--- config.mk ---
export PLATFORM = sky130hd
export DESIGN_NAME = keyed_index_permutation
export DESIGN_NICKNAME = d
export VERILOG_FILES = /design/src/design/kip_pkg.sv /design/src/design/keyed_index_permutation.sv
export VERILOG_INCLUDE_DIRS = /design/src /design/src/design
export SDC_FILE = /design/constraint.sdc
export NUM_CORES = 2
export LEC_CHECK = 0
export ABC_AREA = 1
export ABC_CLOCK_PERIOD_IN_PS = 11700
export BUFFER_PORTS_ARGS = -buffer_cell sky130_fd_sc_hd__clkbuf_2
export CORE_MARGIN = 2
export CORE_UTILIZATION = 35
export DETAILED_ROUTE_END_ITERATION = 8
export GPL_ROUTABILITY_DRIVEN = 0
export GPL_TIMING_DRIVEN = 0
export SYNTH_ARGS = -nofsm -noshare
export SYNTH_HDL_FRONTEND = slang
export SYNTH_SLANG_ARGS = --single-unit
--- constraint.sdc ---
create_clock -name clk -period 11.7 [get_ports clk]
set_input_delay 1.17 -clock clk [delete_from_list [all_inputs] [get_ports clk]]
set_output_delay 1.17 -clock clk [all_outputs]
set_load 0.005 [all_outputs]
--- src/design/keyed_index_permutation_assert.svh ---
// ---------------------------------------------------------------------------
// keyed_index_permutation_assert.svh
// Assertion macros for the keyed index permutation block.
// ---------------------------------------------------------------------------
`ifndef KEYED_INDEX_PERMUTATION_ASSERT_SVH
`define KEYED_INDEX_PERMUTATION_ASSERT_SVH
`ifndef SYNTH
// checked outside reset
`define KIP_ASSERT(label, prop, msg) \
  label: assert property (@(posedge clk) disable iff (rst) prop) else $error(msg);
// checked at every edge, reset included
`define KIP_ASSERT_ALWAYS(label, prop, msg) \
  label: assert property (@(posedge clk) prop) else $error(msg);
`else
`define KIP_ASSERT(label, prop, msg)
`define KIP_ASSERT_ALWAYS(label, prop, msg)
`endif
`endif

--- src/design/kip_pkg.sv ---
// ---------------------------------------------------------------------------
// kip_pkg
// Constants shared by the keyed index permutation block.
// ---------------------------------------------------------------------------
`default_nettype none

package kip_pkg;

  localparam int INDEX_W        = 31;
  localparam int DEF_INDEX_BITS = 31;

  // register indexes on the config port
  localparam logic [1:0] REG_ITEM_COUNT  = 2'd0;
  localparam logic [1:0] REG_PERM_KEY    = 2'd1;
  localparam logic [1:0] REG_ROUND_COUNT = 2'd2;

  localparam logic [31:0] RST_ITEM_COUNT  = 32'd1;
  localparam logic [31:0] RST_PERM_KEY    = 32'd0;
  localparam logic [3:0]  RST_ROUND_COUNT = 4'd3;

  // round function and key schedule constants
  localparam logic [31:0] HASH_MUL_A = 32'h7FEB352D;
  localparam logic [31:0] HASH_MUL_B = 32'h846CA68B;
  localparam logic [31:0] KEY_STEP   = 32'h9E3779B1;

endpackage

`default_nettype wire

--- src/design/keyed_index_permutation.sv ---
// done is raised in the cycle after accept for an out-of-range index or count of one.
// Otherwise S_SIZE runs once, then each pass (cycle walking, usually 1 or 2) runs
// S_SPLIT, then S_MUL1, S_MUL2 and S_MIX for each round (the two multiplies share
// one 32x32 multiplier), then S_JOIN. busy stays high until done, blocking start.
// done is a one-cycle strobe the receiver cannot stall.
// Reset (rst, synchronous): item_count = 1, perm_key = 0, round_count = 3, idle.
// ---------------------------------------------------------------------------
// keyed_index_permutation
// Keyed permutation of 0..n-1, n = item_count capped at 2^MAX_INDEX_BITS: an
// unbalanced Feistel network over the next power of two, redone until below n.
// ---------------------------------------------------------------------------
`default_nettype none

`include "keyed_index_permutation_assert.svh"

module keyed_index_permutation #(
  parameter int MAX_INDEX_BITS = kip_pkg::DEF_INDEX_BITS
) (
  input  wire logic                        clk,
  input  wire logic                        rst,
  // config port
  input  wire logic                        psel,
  input  wire logic                        penable,
  input  wire logic                        pwrite,
  input  wire logic [3:0]                  paddr,
  input  wire logic [31:0]                 pwdata,
  output logic      [31:0]                 prdata,
  output logic                             pready,
  // command
  input  wire logic                        start,
  output logic                             busy,
  input  wire logic [kip_pkg::INDEX_W-1:0] index_in,
  // result
  output logic                             done,
  output logic      [kip_pkg::INDEX_W-1:0] index_out,
  output logic                             range_error
);

  import kip_pkg::*;

  localparam int M  = MAX_INDEX_BITS;
  localparam int RW = $clog2(MAX_INDEX_BITS + 1);
  localparam logic [31:0] CAP = 32'(64'd1 << MAX_INDEX_BITS);

  localparam logic [2:0] S_IDLE  = 3'd0;
  localparam logic [2:0] S_SIZE  = 3'd1;
  localparam logic [2:0] S_SPLIT = 3'd2;
  localparam logic [2:0] S_MUL1  = 3'd3;
  localparam logic [2:0] S_MUL2  = 3'd4;
  localparam logic [2:0] S_MIX   = 3'd5;
  localparam logic [2:0] S_JOIN  = 3'd6;

  function automatic logic [M-1:0] low_mask(input logic [RW-1:0] w);
    low_mask = {M{1'b1}} >> (RW'(M) - w);
  endfunction

  // config registers
  logic [31:0] item_count;
  logic [31:0] perm_key;
  logic [3:0]  round_count;

  logic cfg_wr;
  assign cfg_wr = psel && penable && pwrite && pready;
  assign pready = 1'b1;

  always_ff @(posedge clk) begin
    if (rst) begin
      item_count  <= RST_ITEM_COUNT;
      perm_key    <= RST_PERM_KEY;
      round_count <= RST_ROUND_COUNT;
    end else if (cfg_wr) begin
      case (paddr[3:2])
        REG_ITEM_COUNT:  item_count  <= pwdata;
        REG_PERM_KEY:    perm_key    <= pwdata;
        REG_ROUND_COUNT: round_count <= pwdata[3:0];
        default: ;
      endcase
    end
  end

  always_comb begin
    case (paddr[3:2])
      REG_ITEM_COUNT:  prdata = item_count;
      REG_PERM_KEY:    prdata = perm_key;
      REG_ROUND_COUNT: prdata = {28'd0, round_count};
      default:         prdata = 32'd0;
    endcase
  end

  // datapath state
  logic [2:0]    state;
  logic [M-1:0]  nm1;       // effective count minus one
  logic [M-1:0]  yv;        // value entering the next pass
  logic [RW-1:0] r_bits;
  logic [RW-1:0] hi_w;
  logic [RW-1:0] lo_w;
  logic [M-1:0]  hi;
  logic [M-1:0]  lo;
  logic [3:0]    rnd;
  logic [31:0]   racc;      // rnd * KEY_STEP
  logic [31:0]   prod;

  logic        accept;
  logic [31:0] n_sat;
  logic        in_err;
  logic        n_one;
  assign accept = start && !busy;
  assign busy   = (state != S_IDLE);
  assign n_sat  = (item_count > CAP) ? CAP : item_count;
  assign in_err = ({1'b0, index_in} >= n_sat);
  assign n_one  = (n_sat == 32'd1);

  // bit length of nm1
  logic [RW-1:0] r_calc;
  always_comb begin
    r_calc = '0;
    for (int i = 0; i < M; i++) begin
      if (nm1[i]) r_calc = RW'(i + 1);
    end
  end

  // shared multiplier, low word only
  logic [31:0] h0;
  logic [31:0] mul_a;
  logic [31:0] mul_b;
  logic [31:0] mul_lo;
  assign h0 = 32'(lo) + (perm_key ^ racc);
  always_comb begin
    if (state == S_MUL1) begin
      mul_a = h0 ^ (h0 >> 16);
      mul_b = HASH_MUL_A;
    end else begin
      mul_a = prod ^ (prod >> 15);
      mul_b = HASH_MUL_B;
    end
  end
  assign mul_lo = mul_a * mul_b;

  logic [31:0]   h_fin;
  logic [M-1:0]  f_val;
  logic [M-1:0]  hi_mask;
  logic [M-1:0]  y_join;
  logic [RW-1:0] split_hi_w;
  logic [RW-1:0] split_lo_w;
  logic          last_round;
  assign h_fin      = prod ^ (prod >> 16);
  assign hi_mask    = low_mask(hi_w);
  assign f_val      = h_fin[M-1:0] & hi_mask;
  assign y_join     = ((hi << lo_w) | lo) & low_mask(r_bits);
  assign split_hi_w = r_bits >> 1;
  assign split_lo_w = r_bits - split_hi_w;
  assign last_round = ((5'(rnd) + 5'd1) == 5'(round_count));

  always_ff @(posedge clk) begin
    if (rst) begin
      state <= S_IDLE;
      done  <= 1'b0;
    end else begin
      done <= 1'b0;
      case (state)
        S_IDLE: begin
          if (accept) begin
            if (in_err || n_one) begin
              done        <= 1'b1;
              index_out   <= '0;
              range_error <= in_err;
            end else begin
              yv    <= index_in[M-1:0];
              nm1   <= M'(n_sat - 32'd1);
              state <= S_SIZE;
            end
          end
        end
        S_SIZE: begin
          r_bits <= r_calc;
          state  <= S_SPLIT;
        end
        S_SPLIT: begin
          hi_w  <= split_hi_w;
          lo_w  <= split_lo_w;
          hi    <= (yv >> split_lo_w) & low_mask(split_hi_w);
          lo    <= yv & low_mask(split_lo_w);
          rnd   <= '0;
          racc  <= '0;
          state <= (round_count == 4'd0) ? S_JOIN : S_MUL1;
        end
        S_MUL1: begin
          prod  <= mul_lo;
          state <= S_MUL2;
        end
        S_MUL2: begin
          prod  <= mul_lo;
          state <= S_MIX;
        end
        S_MIX: begin
          // halves and their widths swap every round
          hi    <= lo;
          lo    <= (hi ^ f_val) & hi_mask;
          hi_w  <= lo_w;
          lo_w  <= hi_w;
          rnd   <= rnd + 4'd1;
          racc  <= racc + KEY_STEP;
          state <= last_round ? S_JOIN : S_MUL1;
        end
        S_JOIN: begin
          if (y_join > nm1) begin
            yv    <= y_join;      // walk again
            state <= S_SPLIT;
          end else begin
            done        <= 1'b1;
            index_out   <= INDEX_W'(y_join);
            range_error <= 1'b0;
            state       <= S_IDLE;
          end
        end
        default: state <= S_IDLE;
      endcase
    end
  end

  `KIP_ASSERT(a_err_zero, done && range_error |-> index_out == '0, "error word with nonzero index")
  `KIP_ASSERT(a_done_src, done |-> ($past(accept) || $past(state == S_JOIN)), "unexpected done")
  `KIP_ASSERT(a_width_sum, (state == S_MUL1 || state == S_MUL2 || state == S_MIX) |-> (5'(hi_w) + 5'(lo_w)) == 5'(r_bits), "half widths lost sum")
  `KIP_ASSERT(a_rnd_bound, (state == S_MUL1 || state == S_MUL2 || state == S_MIX) |-> rnd < round_count, "round counter overrun")

endmodule

`default_nettype wire

After elaboration in Yosys (flattened, before gate mapping)
Index checks and enable logic that the tools add are counted.
{ "word_totals": {"output_inout_bits": 67, "inputBits": 73, "wordCells": 157, "reg_bits": 311} }
{ "classes": {"n_mux": 62, "n_eq_ne": 15, "bitwise": 13, "add_sub_neg": 10, "multipliers": 1, "reduce_logical": 26, "n_lt_le_gt_ge": 3, "shifts": 6} }
{ "op_table": {"columns": ["op", "count"], "rows": [
  ["one-hot mux 31 bit (2 select lines)", 4],
  ["2-to-1 mux 31 bit", 6],
  ["AND 31 bit", 5],
  ["right shift 31 x 5 -> 31 bit (first input constant)", 4],
  ["2-to-1 mux 32 bit", 3],
  ["one-hot mux 32 bit (3 select lines)", 1],
  ["2-to-1 mux 5 bit", 14],
  ["one-hot mux 32 bit (2 select lines)", 1],
  ["adder 31 x 32 -> 32 bit", 1],
  ["adder 32 bit (second input constant)", 1],
  ["equality test 32 x 1 -> 1 bit (second input constant)", 1],
  [">= comparator 31 x 32 -> 1 bit", 1],
  ["> comparator 32 bit (second input constant)", 1],
  ["multiplier 32 x 32 -> 32 bit", 1],
  ["2-to-1 mux 4 bit", 8],
  ["bitwise XOR 32 x 16 -> 32 bit", 1],
  ["bitwise XOR 32 x 17 -> 32 bit", 1],
  ["bitwise XOR 32 bit", 1],
  ["> comparator 31 bit", 1],
  ["OR 31 bit", 1],
  ["<< shifter 31 x 5 -> 31 bit", 1],
  ["right shift 31 x 5 -> 31 bit", 1],
  ["subtractor 31 x 1 -> 31 bit (second input constant)", 1],
  ["bitwise XOR 31 x 16 -> 31 bit", 1],
  ["other kinds (36)", 75]
]} }

Logic depth before layout (Yosys ltp)
{ "depth": {"ltp_word": 30, "mapped_depth": 53, "depth_no_buf": 53} }

Worst setup path before layout
OpenSTA, ideal clock, no wires.
{ "synth_path": {"path_kind": "register -> register", "from": "register racc[0]", "to": "register prod[29], data pin", "period_less_slack_ns": 8.393, "path_buffers": 0, "path_slack_ns": 3.307, "path_stages_with_launch": 46, "t_required_ns": 11.448, "setup_time_ns": 0.252, "t_arrival_ns": 8.141, "cell_sequence": "edfxtp_1 > xor2_1 > ha_1 > inv_1 > fa_1 > inv_1 > nand3_1 > nand2_1 > nand2_1 > nand2_2 > nand2_1 > nand2_2 > nand3_1 > nand2_4 > nand4_1 > o311ai_0 > xor2_1 > xor2_1 > (+10 left out) > inv_1 > fa_1 > inv_1 > fa_1 > inv_1 > fa_1 > inv_1 > ha_1 > a21oi_1 > o21ai_0 > a21oi_1 > o21ai_1 > a21oi_1 > o21ai_1 > nand2_1 > nand2_1 > nand2_1 > nand2_1"} }
{ "synth_between": {"elab_chain_len": 5} }
{ "synth_lines": {"columns": ["element", "line", "rtl"], "rows": [
  ["from (decl)", "keyed_index_permutation.sv:100", "logic [31:0] racc;"],
  ["from (signal assigned)", "keyed_index_permutation.sv:202", "racc <= racc + KEY_STEP;"],
  ["bitwise XOR 32 bit", "keyed_index_permutation.sv:127", "assign h0 = 32'(lo) + (perm_key ^ racc);"],
  ["adder 31 x 32 -> 32 bit", "keyed_index_permutation.sv:127", null],
  ["bitwise XOR 32 x 16 -> 32 bit", "keyed_index_permutation.sv:130", "mul_a = h0 ^ (h0 >> 16);"],
  ["2-to-1 mux 32 bit", "keyed_index_permutation.sv:129", "if (state == S_MUL1) begin"],
  ["multiplier 32 x 32 -> 32 bit", "keyed_index_permutation.sv:137", "assign mul_lo = mul_a * mul_b;"],
  ["named net mul_lo[29]", "keyed_index_permutation.sv:126", "logic [31:0] mul_lo;"],
  ["to (signal assigned)", "keyed_index_permutation.sv:188", "prod <= mul_lo;"],
  ["to (signal assigned)", "keyed_index_permutation.sv:192", "prod <= mul_lo;"],
  ["to (decl)", "keyed_index_permutation.sv:101", "logic [31:0] prod;"]
]} }
The timed path passes the listed nets, and every way through them passes these cells.
A chain may end at the register's enable or synchronous reset.

Final worst setup path
{ "layout_path": {"from": "register racc[1]", "to": "register prod[29], data pin"} }
Same word-level chain as after synthesis.

==> run metrics <==
EDFF count, synth 239; DRT Pass-1 Iters 9; antenna violations before repair 0; worst stage delay on the critical path 0.91 ns; Top delay family on crit path adder cells; Peak Freq 94.9 MHz; worst r2r path cells 41; Top FF cell, synth edfxtp_1; commonest non-fill, non-tap cell in the layout inv_1; Die X 314 µm; Post-CTS Resized 0; initial core utilization 35.4%; IO Count 140; most frequent cells in the layout 854 x inv_1, 806 x nand2_1, 343 x o21ai_0, 331 x nor2_1, 298 x fa_1; Routed met3 length 11500 µm; Worst Hold End item_count[2]$_SDFFE_PP0P_; WL met2 51900 µm; share of layout cells above drive strength 1 7.46%; top routing layer in use met4; clock sinks 311; Yosys reg bits 311; Via Count 29973; DR iter-0 viols 3029; Worst R2R End prod[29]$_DFFE_PP_; number of global-route vias before repair 28722; clk_skew 0.0371 ns; DPL Wire Length 101000 µm; worst endpoint data arrival time 10.84 ns; Final Core Density 39.5%; CP most frequent cell inv_1; # rows 113; Layout area overhead 11.5%; Max transition margin 13.6%; Hold Vio Cnt, Final 0; status complete, no violations; die height 314 µm; Hold Path Class reg -> reg; Ys Warns 0; R2R setup slack 1.16 ns; CTS tree yes; DRC errors left 0; total stage count of the critical path 41; Mapped Avg Cell Area 7.91 µm²; setup TNS 0 ns; post-synthesis sequential area ratio 25.6%; buffers added on ports 135; RR Startpoint racc[1]$_SDFFCE_PN0P_; Setup CP Type reg -> reg; WHS 0.507 ns; CP Launch Type register; first-pass GRT wire length 176000 µm; cts hold-fix bufs 0; GRT Total Usage 23.8%; total wire length 119000 µm; clock period minus worst slack 10.54 ns; core area 95200 µm²; pin count of the biggest net entering global routing 33; Distinct cells, synth 65; Mapped Cells 4259; Tcrit/Tclk final 90.1%; wl on met1 48900 µm; setup violators final 0; worst path buffer plus inverter count 10; Worst Hold Launch item_count[2]$_SDFFE_PP0P_; post-synthesis cell area 33700 µm²; maxcap violations 0; mean number of vias per cell 5.19; unrepaired setup endpoints after global routing no; H-tree lvl count 2; Root Driver clkbuf_16; Bufs on Longest Clock Path 3; slowest CP cell nor2_1; Max FO, Critical Path 7; ys async rst share 0%; crit end category register; final net count 5113; Skew-Pair Late Insertion Delay 0.59 ns; Slew Limit Fails 0; worst hold stages 2; ANT cells 0; WP data required 12.00 ns; CTS Buf Count 37; post-route cell area 37500 µm²; clk slew on worst S/H paths 0.06 ns; post-route ant nets 0; die area 98700 µm²; Post-CTS Setup Repair Bufs 0; Post-DP Area 36300 µm²; average wire per standard cell 20.6 µm; grt total ovfl 0; worst slew pin tran 1.29 ns
## per-layer routing
metal  up-vias  GRT usage (%)
met5         -              0
met4         0           11.1
met3       360           4.99
met2      1503           37.2
met1     14150           31.5
li1      13960              -
## cell usage after synthesis, drive strengths merged, types with 4 or more instances
library cell / n / area, µm²
fa: 298 / 5970
a22o: 11 / 96.3
a211oi: 4 / 30.0
o21a: 7 / 52.6
o21ai: 359 / 1810
dfxtp: 72 / 1440
mux2i: 19 / 190
o211ai: 27 / 203
xnor2: 70 / 621
nor2: 350 / 1360
or2: 17 / 109
a21oi: 197 / 1000
inv: 867 / 3250
nand2: 844 / 3280
edfxtp: 239 / 7180
o31ai: 12 / 90.1
a22oi: 4 / 30.0
clkbuf: 102 / 383
nand4: 30 / 206
buf: 23 / 114
a21o: 11 / 82.6
o21bai: 10 / 75.1
ha: 262 / 3280
o221ai: 6 / 52.6
o32ai: 7 / 61.3
a31oi: 7 / 43.8
nand3: 202 / 1100
nor3: 33 / 185
clkinv: 7 / 27.5
xor2: 116 / 1020
nand3b: 9 / 75.1
nor4: 13 / 81.3
## registers in the layout, indices dropped and copies added (netlist names)
register and cells:
index_out 31, perm_key 32, r_bits 5, item_count 32, done 1, state 3
hi_w 5, lo 31, range_error 1, yv 31, prod 32, lo_w 5
racc 32, nm1 31, round_count 4, hi 31, rnd 4
## logic make-up after synthesis
| kind of cell | synth area share (%) |
|---|---|
| AO/OA/AOI/OAI | 11.3 |
| XOR/XNOR | 4.86 |
| adder cells (fa/ha/maj) | 27.4 |
| buffers and inverters | 11.2 |
| flip-flops | 25.6 |
| multiplexers | 0.565 |
| other | 0.0223 |
| AND/OR/NAND/NOR | 19.0 |
## layout make-up
class                   count  area, µm²
fillers                  9764      57600
multi-input cells        2986      21500
flip-flops and latches    311       8620
inverters                 874       3280
well taps                1265       1580
clock buffers              47       1010
repair buffers            145        856
plain buffers             125        497
clock inverters            18        230
## per-stage QoR
stage / worst slack [ns] / std cells
2_1_floorplan: 3.31 / 4296
3_3_place_gp: 1.36 / 5696
3_5_place_dp: 1.25 / 5705
4_1_cts: 1.20 / 5770
5_1_grt: 0.587 / 5771
6_report: 1.16 / 5771
## worst min-delay path: stages, from the launching register on
cell     delay [ns]
dfxtp_1        0.33
inv_2          0.07
a21oi_1        0.06
## how the worst max path moves through the flow
stage                          startpoint                 end  slack, ns
finish              racc[1]$_SDFFCE_PN0P_  prod[29]$_DFFE_PP_       1.16
global route        racc[1]$_SDFFCE_PN0P_  prod[29]$_DFFE_PP_       0.59
CTS                 racc[1]$_SDFFCE_PN0P_  prod[29]$_DFFE_PP_       1.20
detailed placement  racc[1]$_SDFFCE_PN0P_  prod[29]$_DFFE_PP_       1.25
global placement    racc[1]$_SDFFCE_PN0P_  prod[29]$_DFFE_PP_       1.36
floorplan           racc[0]$_SDFFCE_PN0P_  prod[29]$_DFFE_PP_       3.31
Power is not shown: default switching activity piles up to over one toggle a cycle in this logic, so the estimate is an artifact.
